===== config.mk =====
export PLATFORM = sky130hd
export DESIGN_NAME = wildcard_path_rule_filter_flat
export DESIGN_NICKNAME = d
export VERILOG_FILES = /design/src/hdl/wpf_pkg.sv /design/src/hdl/wpf_if.sv /design/src/hdl/wildcard_path_rule_filter.sv /design/src/hdl/wpf_cell.sv /design/src/hdl/wpf_rule.sv /design/src/flat_wrapper.sv
export SDC_FILE = /design/constraint.sdc
export NUM_CORES = 1
export LEC_CHECK = 0
export BUFFER_PORTS_ARGS = -buffer_cell sky130_fd_sc_hd__buf_2
export CAP_MARGIN = 10
export CELL_PAD_IN_SITES_DETAIL_PLACEMENT = 1
export CELL_PAD_IN_SITES_GLOBAL_PLACEMENT = 2
export CORE_MARGIN = 2
export CORE_UTILIZATION = 35
export CTS_BUF_LIST = sky130_fd_sc_hd__clkbuf_8
export DETAILED_ROUTE_END_ITERATION = 10
export PLACE_DENSITY = 0.77
export SLEW_MARGIN = 20
export SYNTH_ARGS = -nofsm -noshare
export SYNTH_HDL_FRONTEND = slang
export SYNTH_SLANG_ARGS = --single-unit

===== constraint.sdc =====
create_clock -name clk -period 6 [get_ports clk]
set_clock_uncertainty 0.2 [all_clocks]
set_input_delay 1.8 -clock clk [delete_from_list [all_inputs] [get_ports clk]]
set_output_delay 1.8 -clock clk [all_outputs]
set_load 0.01 [all_outputs]

===== src/hdl/wpf_pkg.sv =====
// wpf_pkg: shared types and constants of the wildcard path rule filter.
// No dependencies; used by the interfaces and all modules.
package wpf_pkg;

    localparam int MAX_RULES          = 3;
    localparam int RULE_COUNT_DEF     = 3;
    localparam int PATTERN_BYTES_DEF  = 16;
    localparam int CFG_INDEX_W        = 3;
    localparam int CFG_DATA_W         = 64;
    localparam int RULE_W             = 2;

    // pattern characters
    localparam logic [7:0] CHAR_ANY = 8'h3F;   // '?'
    localparam logic [7:0] CHAR_RUN = 8'h2A;   // '*'
    localparam logic [7:0] CHAR_END = 8'h00;   // ends a pattern

    // register indexes
    localparam logic [CFG_INDEX_W-1:0] REG_RULE0_LO      = 3'd0;
    localparam logic [CFG_INDEX_W-1:0] REG_INCLUDE_MASK  = 3'd6;
    localparam logic [CFG_INDEX_W-1:0] REG_RULES_IN_USE  = 3'd7;

    // deciding_rule code when nothing matched
    localparam logic [RULE_W-1:0] NO_RULE = 2'd3;

    typedef struct packed {
        logic              include_res;
        logic [RULE_W-1:0] deciding_rule;
    } result_t;

    // signals handed from one position cell to the next
    typedef struct packed {
        logic in_pat;     // this and all earlier positions lie inside the pattern
        logic clo;        // closure over '*' of the held positions
        logic adv;        // position reached by consuming the current byte
        logic post_clo;   // closure over '*' of the stepped positions
    } link_t;

endpackage


===== src/hdl/wpf_if.sv =====
// wpf_if: valid/ready channel interfaces for path bytes and verdicts.
// Depends on wpf_pkg.
interface wpf_path_if;
    logic       valid;
    logic       ready;
    logic [7:0] path_byte;
    logic       last;

    modport source (output valid, output path_byte, output last, input ready);
    modport sink   (input valid, input path_byte, input last, output ready);
endinterface

interface wpf_verdict_if;
    logic                      valid;
    logic                      ready;
    logic                      include_res;
    logic [wpf_pkg::RULE_W-1:0] deciding_rule;

    modport source (output valid, output include_res, output deciding_rule, input ready);
    modport sink   (input valid, input include_res, input deciding_rule, output ready);
endinterface


===== src/hdl/wildcard_path_rule_filter.sv =====
// wildcard_path_rule_filter: top level; configuration registers, one
// position-cell chain per rule, verdict priority and output queue.
// Depends on wpf_pkg, wpf_if and wpf_rule.
//
// Usage
//   path_in carries one path byte per item with a last flag; verdict_out
//   carries one verdict per path (include_res, deciding_rule). Both are
//   valid/ready channels; an item moves on a clock edge with both high.
//   A zero byte is never matched: with last it ends the path (alone it
//   is the empty path), without last it is dropped with no effect.
//   Rule patterns, include mask and rule count are written on the plain
//   cfg_* port, one register per cycle, between paths.
// Timing
//   One byte per cycle, back to back, while path_in.ready is high.
//   Every pattern position is a cell, so the item rate is set by the
//   combinational ripple of '*' closure along PATTERN_BYTES cells.
//   Each verdict is queued with its path's last byte, in path order.
//   A two-entry output queue lets path_in keep flowing while a verdict
//   waits; path_in.ready drops only when both entries are full.
// Reset
//   rst_n is asynchronous, active low: patterns and mask clear, no rules
//   enabled, every rule back at pattern position zero, queue empty.
module wildcard_path_rule_filter #(
    parameter int RULE_COUNT    = wpf_pkg::RULE_COUNT_DEF,
    parameter int PATTERN_BYTES = wpf_pkg::PATTERN_BYTES_DEF
) (
    input  logic                            clk,
    input  logic                            rst_n,
    wpf_path_if.sink                        path_in,
    wpf_verdict_if.source                   verdict_out,
    input  logic                            cfg_we,
    input  logic [wpf_pkg::CFG_INDEX_W-1:0] cfg_index,
    input  logic [wpf_pkg::CFG_DATA_W-1:0]  cfg_data
);
    localparam int CHARS_W = 2 * wpf_pkg::CFG_DATA_W;

    // configuration registers
    logic [wpf_pkg::CFG_DATA_W-1:0] pat_lo_reg [RULE_COUNT];
    logic [wpf_pkg::CFG_DATA_W-1:0] pat_hi_reg [RULE_COUNT];
    logic [wpf_pkg::MAX_RULES-1:0]  include_mask_reg;
    logic [wpf_pkg::RULE_W-1:0]     rules_in_use_reg;

    logic                    in_acc;
    logic [RULE_COUNT-1:0]   match;
    wpf_pkg::result_t        verdict;

    // output queue
    wpf_pkg::result_t        q_reg [2];
    logic                    head_reg;
    logic [1:0]              count_reg;
    logic [1:0]              count_next;
    logic                    push;
    logic                    pop;
    logic                    tail;

    assign in_acc = path_in.valid && path_in.ready;

    always_ff @(posedge clk or negedge rst_n)
    begin
        if (!rst_n)
        begin
            for (int r = 0; r < RULE_COUNT; r++)
            begin
                pat_lo_reg[r] <= '0;
                pat_hi_reg[r] <= '0;
            end
            include_mask_reg <= '0;
            rules_in_use_reg <= '0;
        end
        else if (cfg_we)
        begin
            for (int r = 0; r < RULE_COUNT; r++)
            begin
                if (cfg_index == wpf_pkg::CFG_INDEX_W'(wpf_pkg::REG_RULE0_LO + 2 * r))
                begin
                    pat_lo_reg[r] <= cfg_data;
                end
                if (cfg_index == wpf_pkg::CFG_INDEX_W'(wpf_pkg::REG_RULE0_LO + 2 * r + 1))
                begin
                    pat_hi_reg[r] <= cfg_data;
                end
            end
            if (cfg_index == wpf_pkg::REG_INCLUDE_MASK)
            begin
                include_mask_reg <= cfg_data[wpf_pkg::MAX_RULES-1:0];
            end
            if (cfg_index == wpf_pkg::REG_RULES_IN_USE)
            begin
                rules_in_use_reg <= cfg_data[wpf_pkg::RULE_W-1:0];
            end
        end
    end

    // one cell chain per rule
    for (genvar r = 0; r < RULE_COUNT; r++)
    begin : g_rule
        logic [CHARS_W-1:0] chars;

        assign chars = {pat_hi_reg[r], pat_lo_reg[r]};

        wpf_rule #(
            .PATTERN_BYTES (PATTERN_BYTES)
        ) u_rule (
            .clk       (clk),
            .rst_n     (rst_n),
            .step_en   (in_acc),
            .path_last (path_in.last),
            .path_byte (path_in.path_byte),
            .pattern   (chars[PATTERN_BYTES*8-1:0]),
            .match     (match[r])
        );
    end

    // first enabled matching rule decides; rules past RULE_COUNT never exist
    always_comb
    begin
        verdict.include_res   = 1'b1;
        verdict.deciding_rule = wpf_pkg::NO_RULE;
        for (int r = RULE_COUNT - 1; r >= 0; r--)
        begin
            if (match[r] && (wpf_pkg::RULE_W'(r) < rules_in_use_reg))
            begin
                verdict.include_res   = include_mask_reg[r];
                verdict.deciding_rule = wpf_pkg::RULE_W'(r);
            end
        end
    end

    assign push = in_acc && path_in.last;
    assign pop  = verdict_out.valid && verdict_out.ready;
    assign tail = head_reg ^ count_reg[0];

    always_comb
    begin
        count_next = count_reg;
        if (push && !pop)
        begin
            count_next = count_reg + 2'd1;
        end
        else if (!push && pop)
        begin
            count_next = count_reg - 2'd1;
        end
    end

    always_ff @(posedge clk or negedge rst_n)
    begin
        if (!rst_n)
        begin
            head_reg  <= 1'b0;
            count_reg <= 2'd0;
        end
        else
        begin
            count_reg <= count_next;
            if (pop)
            begin
                head_reg <= ~head_reg;
            end
        end
    end

    always_ff @(posedge clk)
    begin
        if (push)
        begin
            q_reg[tail] <= verdict;
        end
    end

    assign path_in.ready             = (count_reg != 2'd2);
    assign verdict_out.valid         = (count_reg != 2'd0);
    assign verdict_out.include_res   = q_reg[head_reg].include_res;
    assign verdict_out.deciding_rule = q_reg[head_reg].deciding_rule;

    // queue never overfills
    a_count_bound: assert property (@(posedge clk) disable iff (!rst_n)
        count_reg != 2'd3)
        else $error("verdict queue count out of range");

    // a finished path always leaves a verdict waiting
    a_verdict_after_last: assert property (@(posedge clk) disable iff (!rst_n)
        push |=> verdict_out.valid)
        else $error("no verdict after last byte");

    // unmatched paths are included
    a_default_include: assert property (@(posedge clk) disable iff (!rst_n)
        verdict_out.valid && (verdict_out.deciding_rule == wpf_pkg::NO_RULE)
        |-> verdict_out.include_res)
        else $error("unmatched path excluded");

    // deciding rule is a real rule
    a_rule_range: assert property (@(posedge clk) disable iff (!rst_n)
        verdict_out.valid && (verdict_out.deciding_rule != wpf_pkg::NO_RULE)
        |-> (int'(verdict_out.deciding_rule) < RULE_COUNT))
        else $error("deciding rule out of range");
endmodule


===== src/hdl/wpf_cell.sv =====
// wpf_cell: one pattern position of a rule; holds its live bit and
// passes advance and '*' closure to the next position. Depends on wpf_pkg.
module wpf_cell #(
    parameter bit FIRST = 1'b0
) (
    input  logic           clk,
    input  logic           rst_n,
    input  logic           step_en,
    input  logic           path_last,
    input  logic [7:0]     path_byte,
    input  logic [7:0]     pat_char,
    input  wpf_pkg::link_t link_in,
    output wpf_pkg::link_t link_out,
    output logic           hit
);
    logic act_reg;
    logic act_next;
    logic in_pat_here;
    logic is_run;
    logic cur;
    logic nxt;
    logic stepped;
    logic post;
    logic byte_zero;

    assign byte_zero   = (path_byte == wpf_pkg::CHAR_END);
    assign in_pat_here = link_in.in_pat && (pat_char != wpf_pkg::CHAR_END);
    assign is_run      = (pat_char == wpf_pkg::CHAR_RUN);
    assign cur         = act_reg | link_in.clo;
    assign nxt         = (cur && in_pat_here && is_run) || link_in.adv;
    // a zero byte is never consumed
    assign stepped     = byte_zero ? act_reg : nxt;
    assign post        = stepped | link_in.post_clo;

    assign link_out.in_pat   = in_pat_here;
    assign link_out.clo      = cur && in_pat_here && is_run;
    assign link_out.adv      = cur && in_pat_here && !is_run &&
                               ((pat_char == wpf_pkg::CHAR_ANY) || (pat_char == path_byte));
    assign link_out.post_clo = post && in_pat_here && is_run;

    // this position is the pattern end
    assign hit = post && link_in.in_pat && (pat_char == wpf_pkg::CHAR_END);

    assign act_next = path_last ? FIRST : stepped;

    always_ff @(posedge clk or negedge rst_n)
    begin
        if (!rst_n)
        begin
            act_reg <= FIRST;
        end
        else if (step_en)
        begin
            act_reg <= act_next;
        end
    end
endmodule


===== src/hdl/wpf_rule.sv =====
// wpf_rule: chain of position cells for one rule plus the end position.
// Depends on wpf_pkg and wpf_cell.
module wpf_rule #(
    parameter int PATTERN_BYTES = wpf_pkg::PATTERN_BYTES_DEF
) (
    input  logic                       clk,
    input  logic                       rst_n,
    input  logic                       step_en,
    input  logic                       path_last,
    input  logic [7:0]                 path_byte,
    input  logic [PATTERN_BYTES*8-1:0] pattern,
    output logic                       match
);
    wpf_pkg::link_t             links [PATTERN_BYTES+1];
    logic [PATTERN_BYTES-1:0]   hits;
    logic                       end_act_reg;
    logic                       end_stepped;
    logic                       end_post;
    logic                       end_hit;

    assign links[0] = '{in_pat: 1'b1, clo: 1'b0, adv: 1'b0, post_clo: 1'b0};

    for (genvar p = 0; p < PATTERN_BYTES; p++)
    begin : g_cell
        wpf_cell #(
            .FIRST (p == 0)
        ) u_cell (
            .clk       (clk),
            .rst_n     (rst_n),
            .step_en   (step_en),
            .path_last (path_last),
            .path_byte (path_byte),
            .pat_char  (pattern[p*8 +: 8]),
            .link_in   (links[p]),
            .link_out  (links[p+1]),
            .hit       (hits[p])
        );
    end

    // position after a full-length pattern
    assign end_stepped = (path_byte == wpf_pkg::CHAR_END) ? end_act_reg
                                                          : links[PATTERN_BYTES].adv;
    assign end_post    = end_stepped | links[PATTERN_BYTES].post_clo;
    assign end_hit     = end_post && links[PATTERN_BYTES].in_pat;

    always_ff @(posedge clk or negedge rst_n)
    begin
        if (!rst_n)
        begin
            end_act_reg <= 1'b0;
        end
        else if (step_en)
        begin
            end_act_reg <= path_last ? 1'b0 : end_stepped;
        end
    end

    assign match = (|hits) | end_hit;
endmodule

===== src/flat_wrapper.sv =====
// flat-port wrapper written by rule: the top's interface ports become plain ports
module wildcard_path_rule_filter_flat 
#(
    parameter int RULE_COUNT    = wpf_pkg::RULE_COUNT_DEF,
    parameter int PATTERN_BYTES = wpf_pkg::PATTERN_BYTES_DEF
)
  (clk, rst_n, cfg_we, cfg_index, cfg_data, path_in_valid, path_in_path_byte, path_in_last, path_in_ready, verdict_out_valid, verdict_out_include_res, verdict_out_deciding_rule, verdict_out_ready);
  wpf_path_if path_in_i ();
  wpf_verdict_if verdict_out_i ();
  input  logic clk;
  input  logic rst_n;
  input  logic cfg_we;
  input  logic [wpf_pkg::CFG_INDEX_W-1:0] cfg_index;
  input  logic [wpf_pkg::CFG_DATA_W-1:0] cfg_data;
  input wire logic [$bits(path_in_i.valid)-1:0] path_in_valid;
  input wire logic [$bits(path_in_i.path_byte)-1:0] path_in_path_byte;
  input wire logic [$bits(path_in_i.last)-1:0] path_in_last;
  output wire logic [$bits(path_in_i.ready)-1:0] path_in_ready;
  output wire logic [$bits(verdict_out_i.valid)-1:0] verdict_out_valid;
  output wire logic [$bits(verdict_out_i.include_res)-1:0] verdict_out_include_res;
  output wire logic [$bits(verdict_out_i.deciding_rule)-1:0] verdict_out_deciding_rule;
  input wire logic [$bits(verdict_out_i.ready)-1:0] verdict_out_ready;
  assign path_in_i.valid = path_in_valid;
  assign path_in_i.path_byte = path_in_path_byte;
  assign path_in_i.last = path_in_last;
  assign path_in_ready = path_in_i.ready;
  assign verdict_out_valid = verdict_out_i.valid;
  assign verdict_out_include_res = verdict_out_i.include_res;
  assign verdict_out_deciding_rule = verdict_out_i.deciding_rule;
  assign verdict_out_i.ready = verdict_out_ready;
  wildcard_path_rule_filter #(.RULE_COUNT(RULE_COUNT), .PATTERN_BYTES(PATTERN_BYTES)) u_core (.clk(clk), .rst_n(rst_n), .path_in(path_in_i), .verdict_out(verdict_out_i), .cfg_we(cfg_we), .cfg_index(cfg_index), .cfg_data(cfg_data));
endmodule

* Word level (Yosys, flattened, before mapping) *
Memory sizes are Yosys's and may differ from the RTL's.
Cells that the tools add are included.

word-level totals
  RAM bits = 6
  bits in registers = 443
  memories kept = 1
  input port bits = 81
  output and inout port bits = 5
  bits in latches = 0
  bits in read-only memories = 0
  logic and storage cells = 1117

operators by class
  reductions and logical operators = 691
  muxes and demuxes = 109
  bitwise operators = 98
  order comparisons = 3
  $mul = 0
  eq/ne operators = 152
  div/mod/pow operators = 0
  add/sub/neg operators = 2
  shifts and indexed selects = 0

memory list
  name          depth  width  read ports  clocked after Yosys merged registers in  write ports  RTL line                         text
  u_core.q_reg  2      3      1           0                                        1            wildcard_path_rule_filter.sv:48  wpf_pkg::result_t q_reg [2];

operators with widths
  cell                                                        count
  == test 8 x 6 -> 1 bit (second input constant)              96
  logical AND 1 bit                                           437
  logical NOT 8 bit                                           49
  == test 8 bit                                               48
  nonzero test 8 bit                                          48
  2-to-1 mux 1 bit                                            104
  bitwise OR 1 bit                                            96
  logical OR 1 bit                                            93
  logical NOT 1 bit                                           50
  OR reduction 16 bit                                         3
  AND reduction 2 bit                                         8
  == test 3 bit (second input constant)                       4
  2-to-1 mux 3 bit                                            3
  == test 3 x 2 -> 1 bit (second input constant)              2
  less-than comparator 1 x 2 -> 1 bit (first input constant)  2
  2-to-1 mux 2 bit                                            2
  nonzero test 2 bit                                          2
  == test 3 x 1 -> 1 bit (second input constant)              1
  logical NOT 3 bit                                           1
  adder 2 x 1 -> 2 bit (second input constant)                1
  less-than comparator 2 bit (first input constant)           1
  inequality test 2 bit (second input constant)               1
  subtractor 2 x 1 -> 2 bit (second input constant)           1
  inverter 1 bit                                              1
  bitwise XOR 1 bit                                           1

* Depth between registers and ports, before layout *
  depth in word-level cells = 60
  depth in mapped cells = 19
  depth with buffers taken out = 14

* Modules after synthesis *
A second synthesis with hierarchy kept.

second synthesis, totals
  cell total of the unflattened synthesis = 2793
  area total of the unflattened synthesis = 29658.4 sq um

by module, submodules not included
  module                                                    instances  seq. area each (sq um)  area each (sq um)  cells each
  wildcard_path_rule_filter                                 1          9989.6                  15030.7            873
  wpf_cell (u_core.g_rule[0].u_rule.g_cell[10].u_cell ...)  45         25.0                    297.8              39
  wpf_cell (u_core.g_rule[0].u_rule.g_cell[0].u_cell ...)   3          26.3                    290.3              37
  wpf_rule                                                  3          25.0                    118.9              18

* Least setup slack after synthesis *
No wires, ideal clock.

  kind = input port to flip-flop
  start = input port path_in_path_byte[7]
  end = memory u_core.q_reg[0][2] (netlist bit), data pin
  slack = 697 ps
  setup time = 266 ps
  required time = 5534 ps
  buffers on the path = 5
  stages = 19
  arrival time = 4837 ps
  cells stage by stage = clkbuf_1 -> buf_2 -> buf_2 -> buf_2 -> buf_2 -> xor2_1 -> nor4_1 -> nand2_1 -> a21oi_1 -> o211ai_1 -> o21ai_0 -> nand3_1 -> o22ai_1 -> o21ai_0 -> nand4_1 -> nor3_1 -> a211oi_1 -> mux2i_1 -> mux2_1

RTL lines
  element             RTL line                         text
  start: declaration  flat_wrapper.sv:16               input wire logic [$bits(path_in_i.path_byte)-1:0] path_in_path_byte;
  end: declaration    wildcard_path_rule_filter.sv:48

==> key figures <==
Timing
  – Slew Viols, Final: 0
  – Max Fclk: 182 MHz
  – Final Hold Fails: 0
  – Min Tclk post-route: 5.48 ns
  – Final setup vio count: 0
  – Slew headroom: 25.1%
  – Worst Max-Slew Pin Slew: 1.11 ns
  – Final TNS setup: 0 ns
  – Fin crit share: 91.4%
  – RSZ-0062 raised after global routing: false

Global routing
  – Largest net degree at the start of global routing: 108
  – Global-route wire length before repair: 165,000 um
  – Number of global-route vias before repair: 25,700
  – Initial antenna violation count: 6
  – GRT Util Overall: 26.4%
  – Remaining global-route overflow: 0

Floorplanning
  – Die Area: 82,300 sq um
  – Core Region: 79,100 sq um
  – # rows: 103
  – Chip Width: 287 um
  – Initial Utilization: 35.4%
  – Top Ports: 86
  – DIE HEIGHT: 287 um

Synthesis
  – Syn Inst Count: 2,812
  – Post-synth top flop: dfrtp_1
  – Share of the synthesized area in the top cell type: 39.3%
  – YS warnings: 0
  – Count leader, synth: dfrtp_1
  – Async SR Flop Fraction: 98.7%
  – Synth top area cells: dfrtp_1 39%, mux2_2 16%, xnor2_1 6.9%, xor2_1 5.3%, nor2_1 2.7%
  – Seq cells post-synth: 449
  – Synth Net Count: 2,894
  – Avg Cell Area, Syn: 9.96 sq um
  – Mapped Area: 28,000 sq um
  – Yosys top cell by area: dfrtp_1
  – Synth cell count leaders: 440 x dfrtp_1, 386 x mux2_2, 219 x xnor2_1
  – Post-synth EDFFs: 6
  – Unique cell type count in the Yosys netlist: 101
  – Seq/Total Area, Yosys: 40.2%

Final layout
  – P&R area growth vs syn: 14.1%
  – Fillers: 8,935
  – Layout cell share with drive strength beyond 1: 25.1%
  – Area of the multi-input gates: 16,100 sq um
  – Max reg flops: 384
  – Register Area: 11,300 sq um
  – Nets: 3,035

Hold path
  – Hold Path Sink: u_core.g_rule[2].u_rule.end_act_reg
  – Hold path depth: 2
  – Min-delay src: u_core.g_rule[2].u_rule.end_act_reg
  – Min-delay worst type: reg -> reg

Place
  – Hpwl dp: 78,800 um
  – Routability cong.: 0.958
  – IO Port Bufs: 85

Setup path
  – Crit path DAT: 5.73 ns
  – WP data required: 6.24 ns
  – R2R Setup Slk: 0.52 ns
  – Crit path kind: reg -> reg
  – RR Endpoint: u_core.q_reg[1][2]
  – Reg2reg path depth: 15
  – CP Launch Type: register
  – Worst Path Max Fanout: 10
  – Reg2reg start: u_core.g_rule[2].chars[32]
  – CP Capture Type: register

Route
  – Pre-Repair DR Iteration Count: 6
  – DRT antenna net count: 0
  – DRC Markers: 0
  – Initial drt markers: 1,819
  – Vias per Instance: 5.98
  – Final WL: 109,000 um
  – WL per Instance: 26.8 um
  – Vias post-DR: 24,300

Flow run
  – Max Cap Viol: 0

Clock network
  – Num CTS Buffers: 88
  – Post-CTS sizing: 0
  – Clock slew at reported path FFs: 0.06 ns
  – CTS tree: built
  – CTS HTree Levels: 3
  – Clk Latency, worst-skew pair: 0.71 ns
  – Post-CTS Hold Fix Bufs: 0
  – Root Buffer: clkbuf_8
  – Post-CTS setup buffers: 0
  – Clock sink count: 449
  – Max clock buf depth: 3

Power and ir drop
  – Cell area power density: 320 nW/um^2
  – Total power: 10.2 mW
  – Max VDD drop: 0.153 mV
  – P_leak: 12.7 nW

Run status
  – Status: completed
-- critical path: stages (launching register included) --
cell	delay [ns]
dfrtp_1	0.47
nor3_1	0.11
and3_1	0.29
or4_1	0.78
nor3_1	0.73
buf_4	0.35
and2_1	0.27
nor2_1	0.08
nor4b_2	0.71
a32o_1	0.33
nand2_1	0.07
nor2_1	0.11
a2111oi_1	0.08
a211oi_1	0.23
mux2i_1	0.10
mux2_1	0.31
-- through the flow --
step / area [sq um] / cells / utilization, % / hold WS (ns) / setup slack (ns)
6_report: 31900 / 4072 / 40.4 / 0.287 / 0.516
5_1_grt: 31900 / 4072 / 40.4 / 0.308 / 0.397
4_1_cts: 31900 / 4070 / 40.4 / 0.292 / 0.552
3_5_place_dp: 30100 / 3913 / 38.1 / 0.279 / 0.0348
3_3_place_gp: 30100 / 3913 / 38.1 / 0.274 / 0.0861
2_1_floorplan: 28000 / 2812 / - / 0.249 / 0.697
-- routing by layer --
| layer | wire length, um | part of all wire (%) | up-vias | track usage, % |
|---|---|---|---|---|
| li1 | - | - | 10700 | - |
| met1 | 47200 | 43 | 12700 | 34.7 |
| met2 | 51800 | 48 | 730 | 43.7 |
| met3 | 6220 | 5.7 | 223 | 4.42 |
| met4 | 3740 | 3.4 | 6 | 9.69 |
| met5 | 36 | 0.033 | - | 0 |
-- power by group --
group / internal, mW / switching (mW) / total [mW]
clock: 1.79 / 1.46 / 3.25
sequential: 3.65 / 0.850 / 4.50
combinational: 1.16 / 1.30 / 2.46
total: 6.61 / 3.61 / 10.2
-- cell families (layout without fill, tap and decap cells) --
| group | count (synthesis) | after routing | synth area share (%) |
|---|---|---|---|
| compound gates | 454 | 454 | 11.1 |
| other cells | 0 | 2 | 0 |
| buf+inv | 153 | 361 | 2.35 |
| fa+ha+maj | 1 | 1 | 0.0447 |
| mux | 388 | 388 | 15.6 |
| simple gates | 978 | 978 | 18.5 |
| flops | 449 | 449 | 40.2 |
| xor+xnor | 389 | 389 | 12.2 |
-- final cells by class --
| type | instances | share of cell area [%] |
|---|---|---|
| multi-input combinational | 2210 | 50.4 |
| sequential | 449 | 35.3 |
| clock buffer | 111 | 4.78 |
| timing repair buffer | 182 | 4.21 |
| tap | 1050 | 4.11 |
| clock inverter | 46 | 0.928 |
| inverter | 22 | 0.258 |
| antenna | 2 | 0.0157 |
-- layout by cell type, fill, tap and decap left out, types with 16 or more instances in the layout --
| master | netlist | routed |
|---|---|---|
| or4_1 | 18 | 18 |
| nor3_1 | 109 | 107 |
| nand2_1 | 161 | 159 |
| clkbuf_8 | 0 | 111 |
| dfrtp_1 | 440 | 440 |
| mux2_2 | 386 | 386 |
| or3_1 | 27 | 27 |
| inv_1 | 22 | 48 |
| buf_2 | 44 | 76 |
| nor4_1 | 90 | 89 |
| a21oi_1 | 80 | 80 |
| nand3_1 | 103 | 103 |
| o31ai_1 | 30 | 30 |
| xor2_1 | 170 | 170 |
| a22o_1 | 23 | 23 |
| a31oi_1 | 16 | 16 |
| nor2_1 | 198 | 197 |
| and3_1 | 65 | 65 |
| o21ai_0 | 120 | 119 |
| xnor2_1 | 219 | 219 |
| nand4_1 | 115 | 115 |
| buf_4 | 8 | 92 |
-- worst max-delay path by stage --
stage,from,end,slack [ns],cells after the start
floorplan,path_in_path_byte[7],u_core.q_reg[0][2],0.70,19
global placement,path_in_path_byte[7],u_core.q_reg[0][2],0.09,15
detailed placement,path_in_path_byte[7],u_core.q_reg[0][2],0.03,15
CTS,u_core.g_rule[2].chars[40],u_core.q_reg[1][2],0.55,15
global route,u_core.g_rule[2].chars[33],u_core.q_reg[1][2],0.40,15
finish,u_core.g_rule[2].chars[32],u_core.q_reg[1][2],0.52,15
Note: power is estimated with default switching activity, not from simulation.
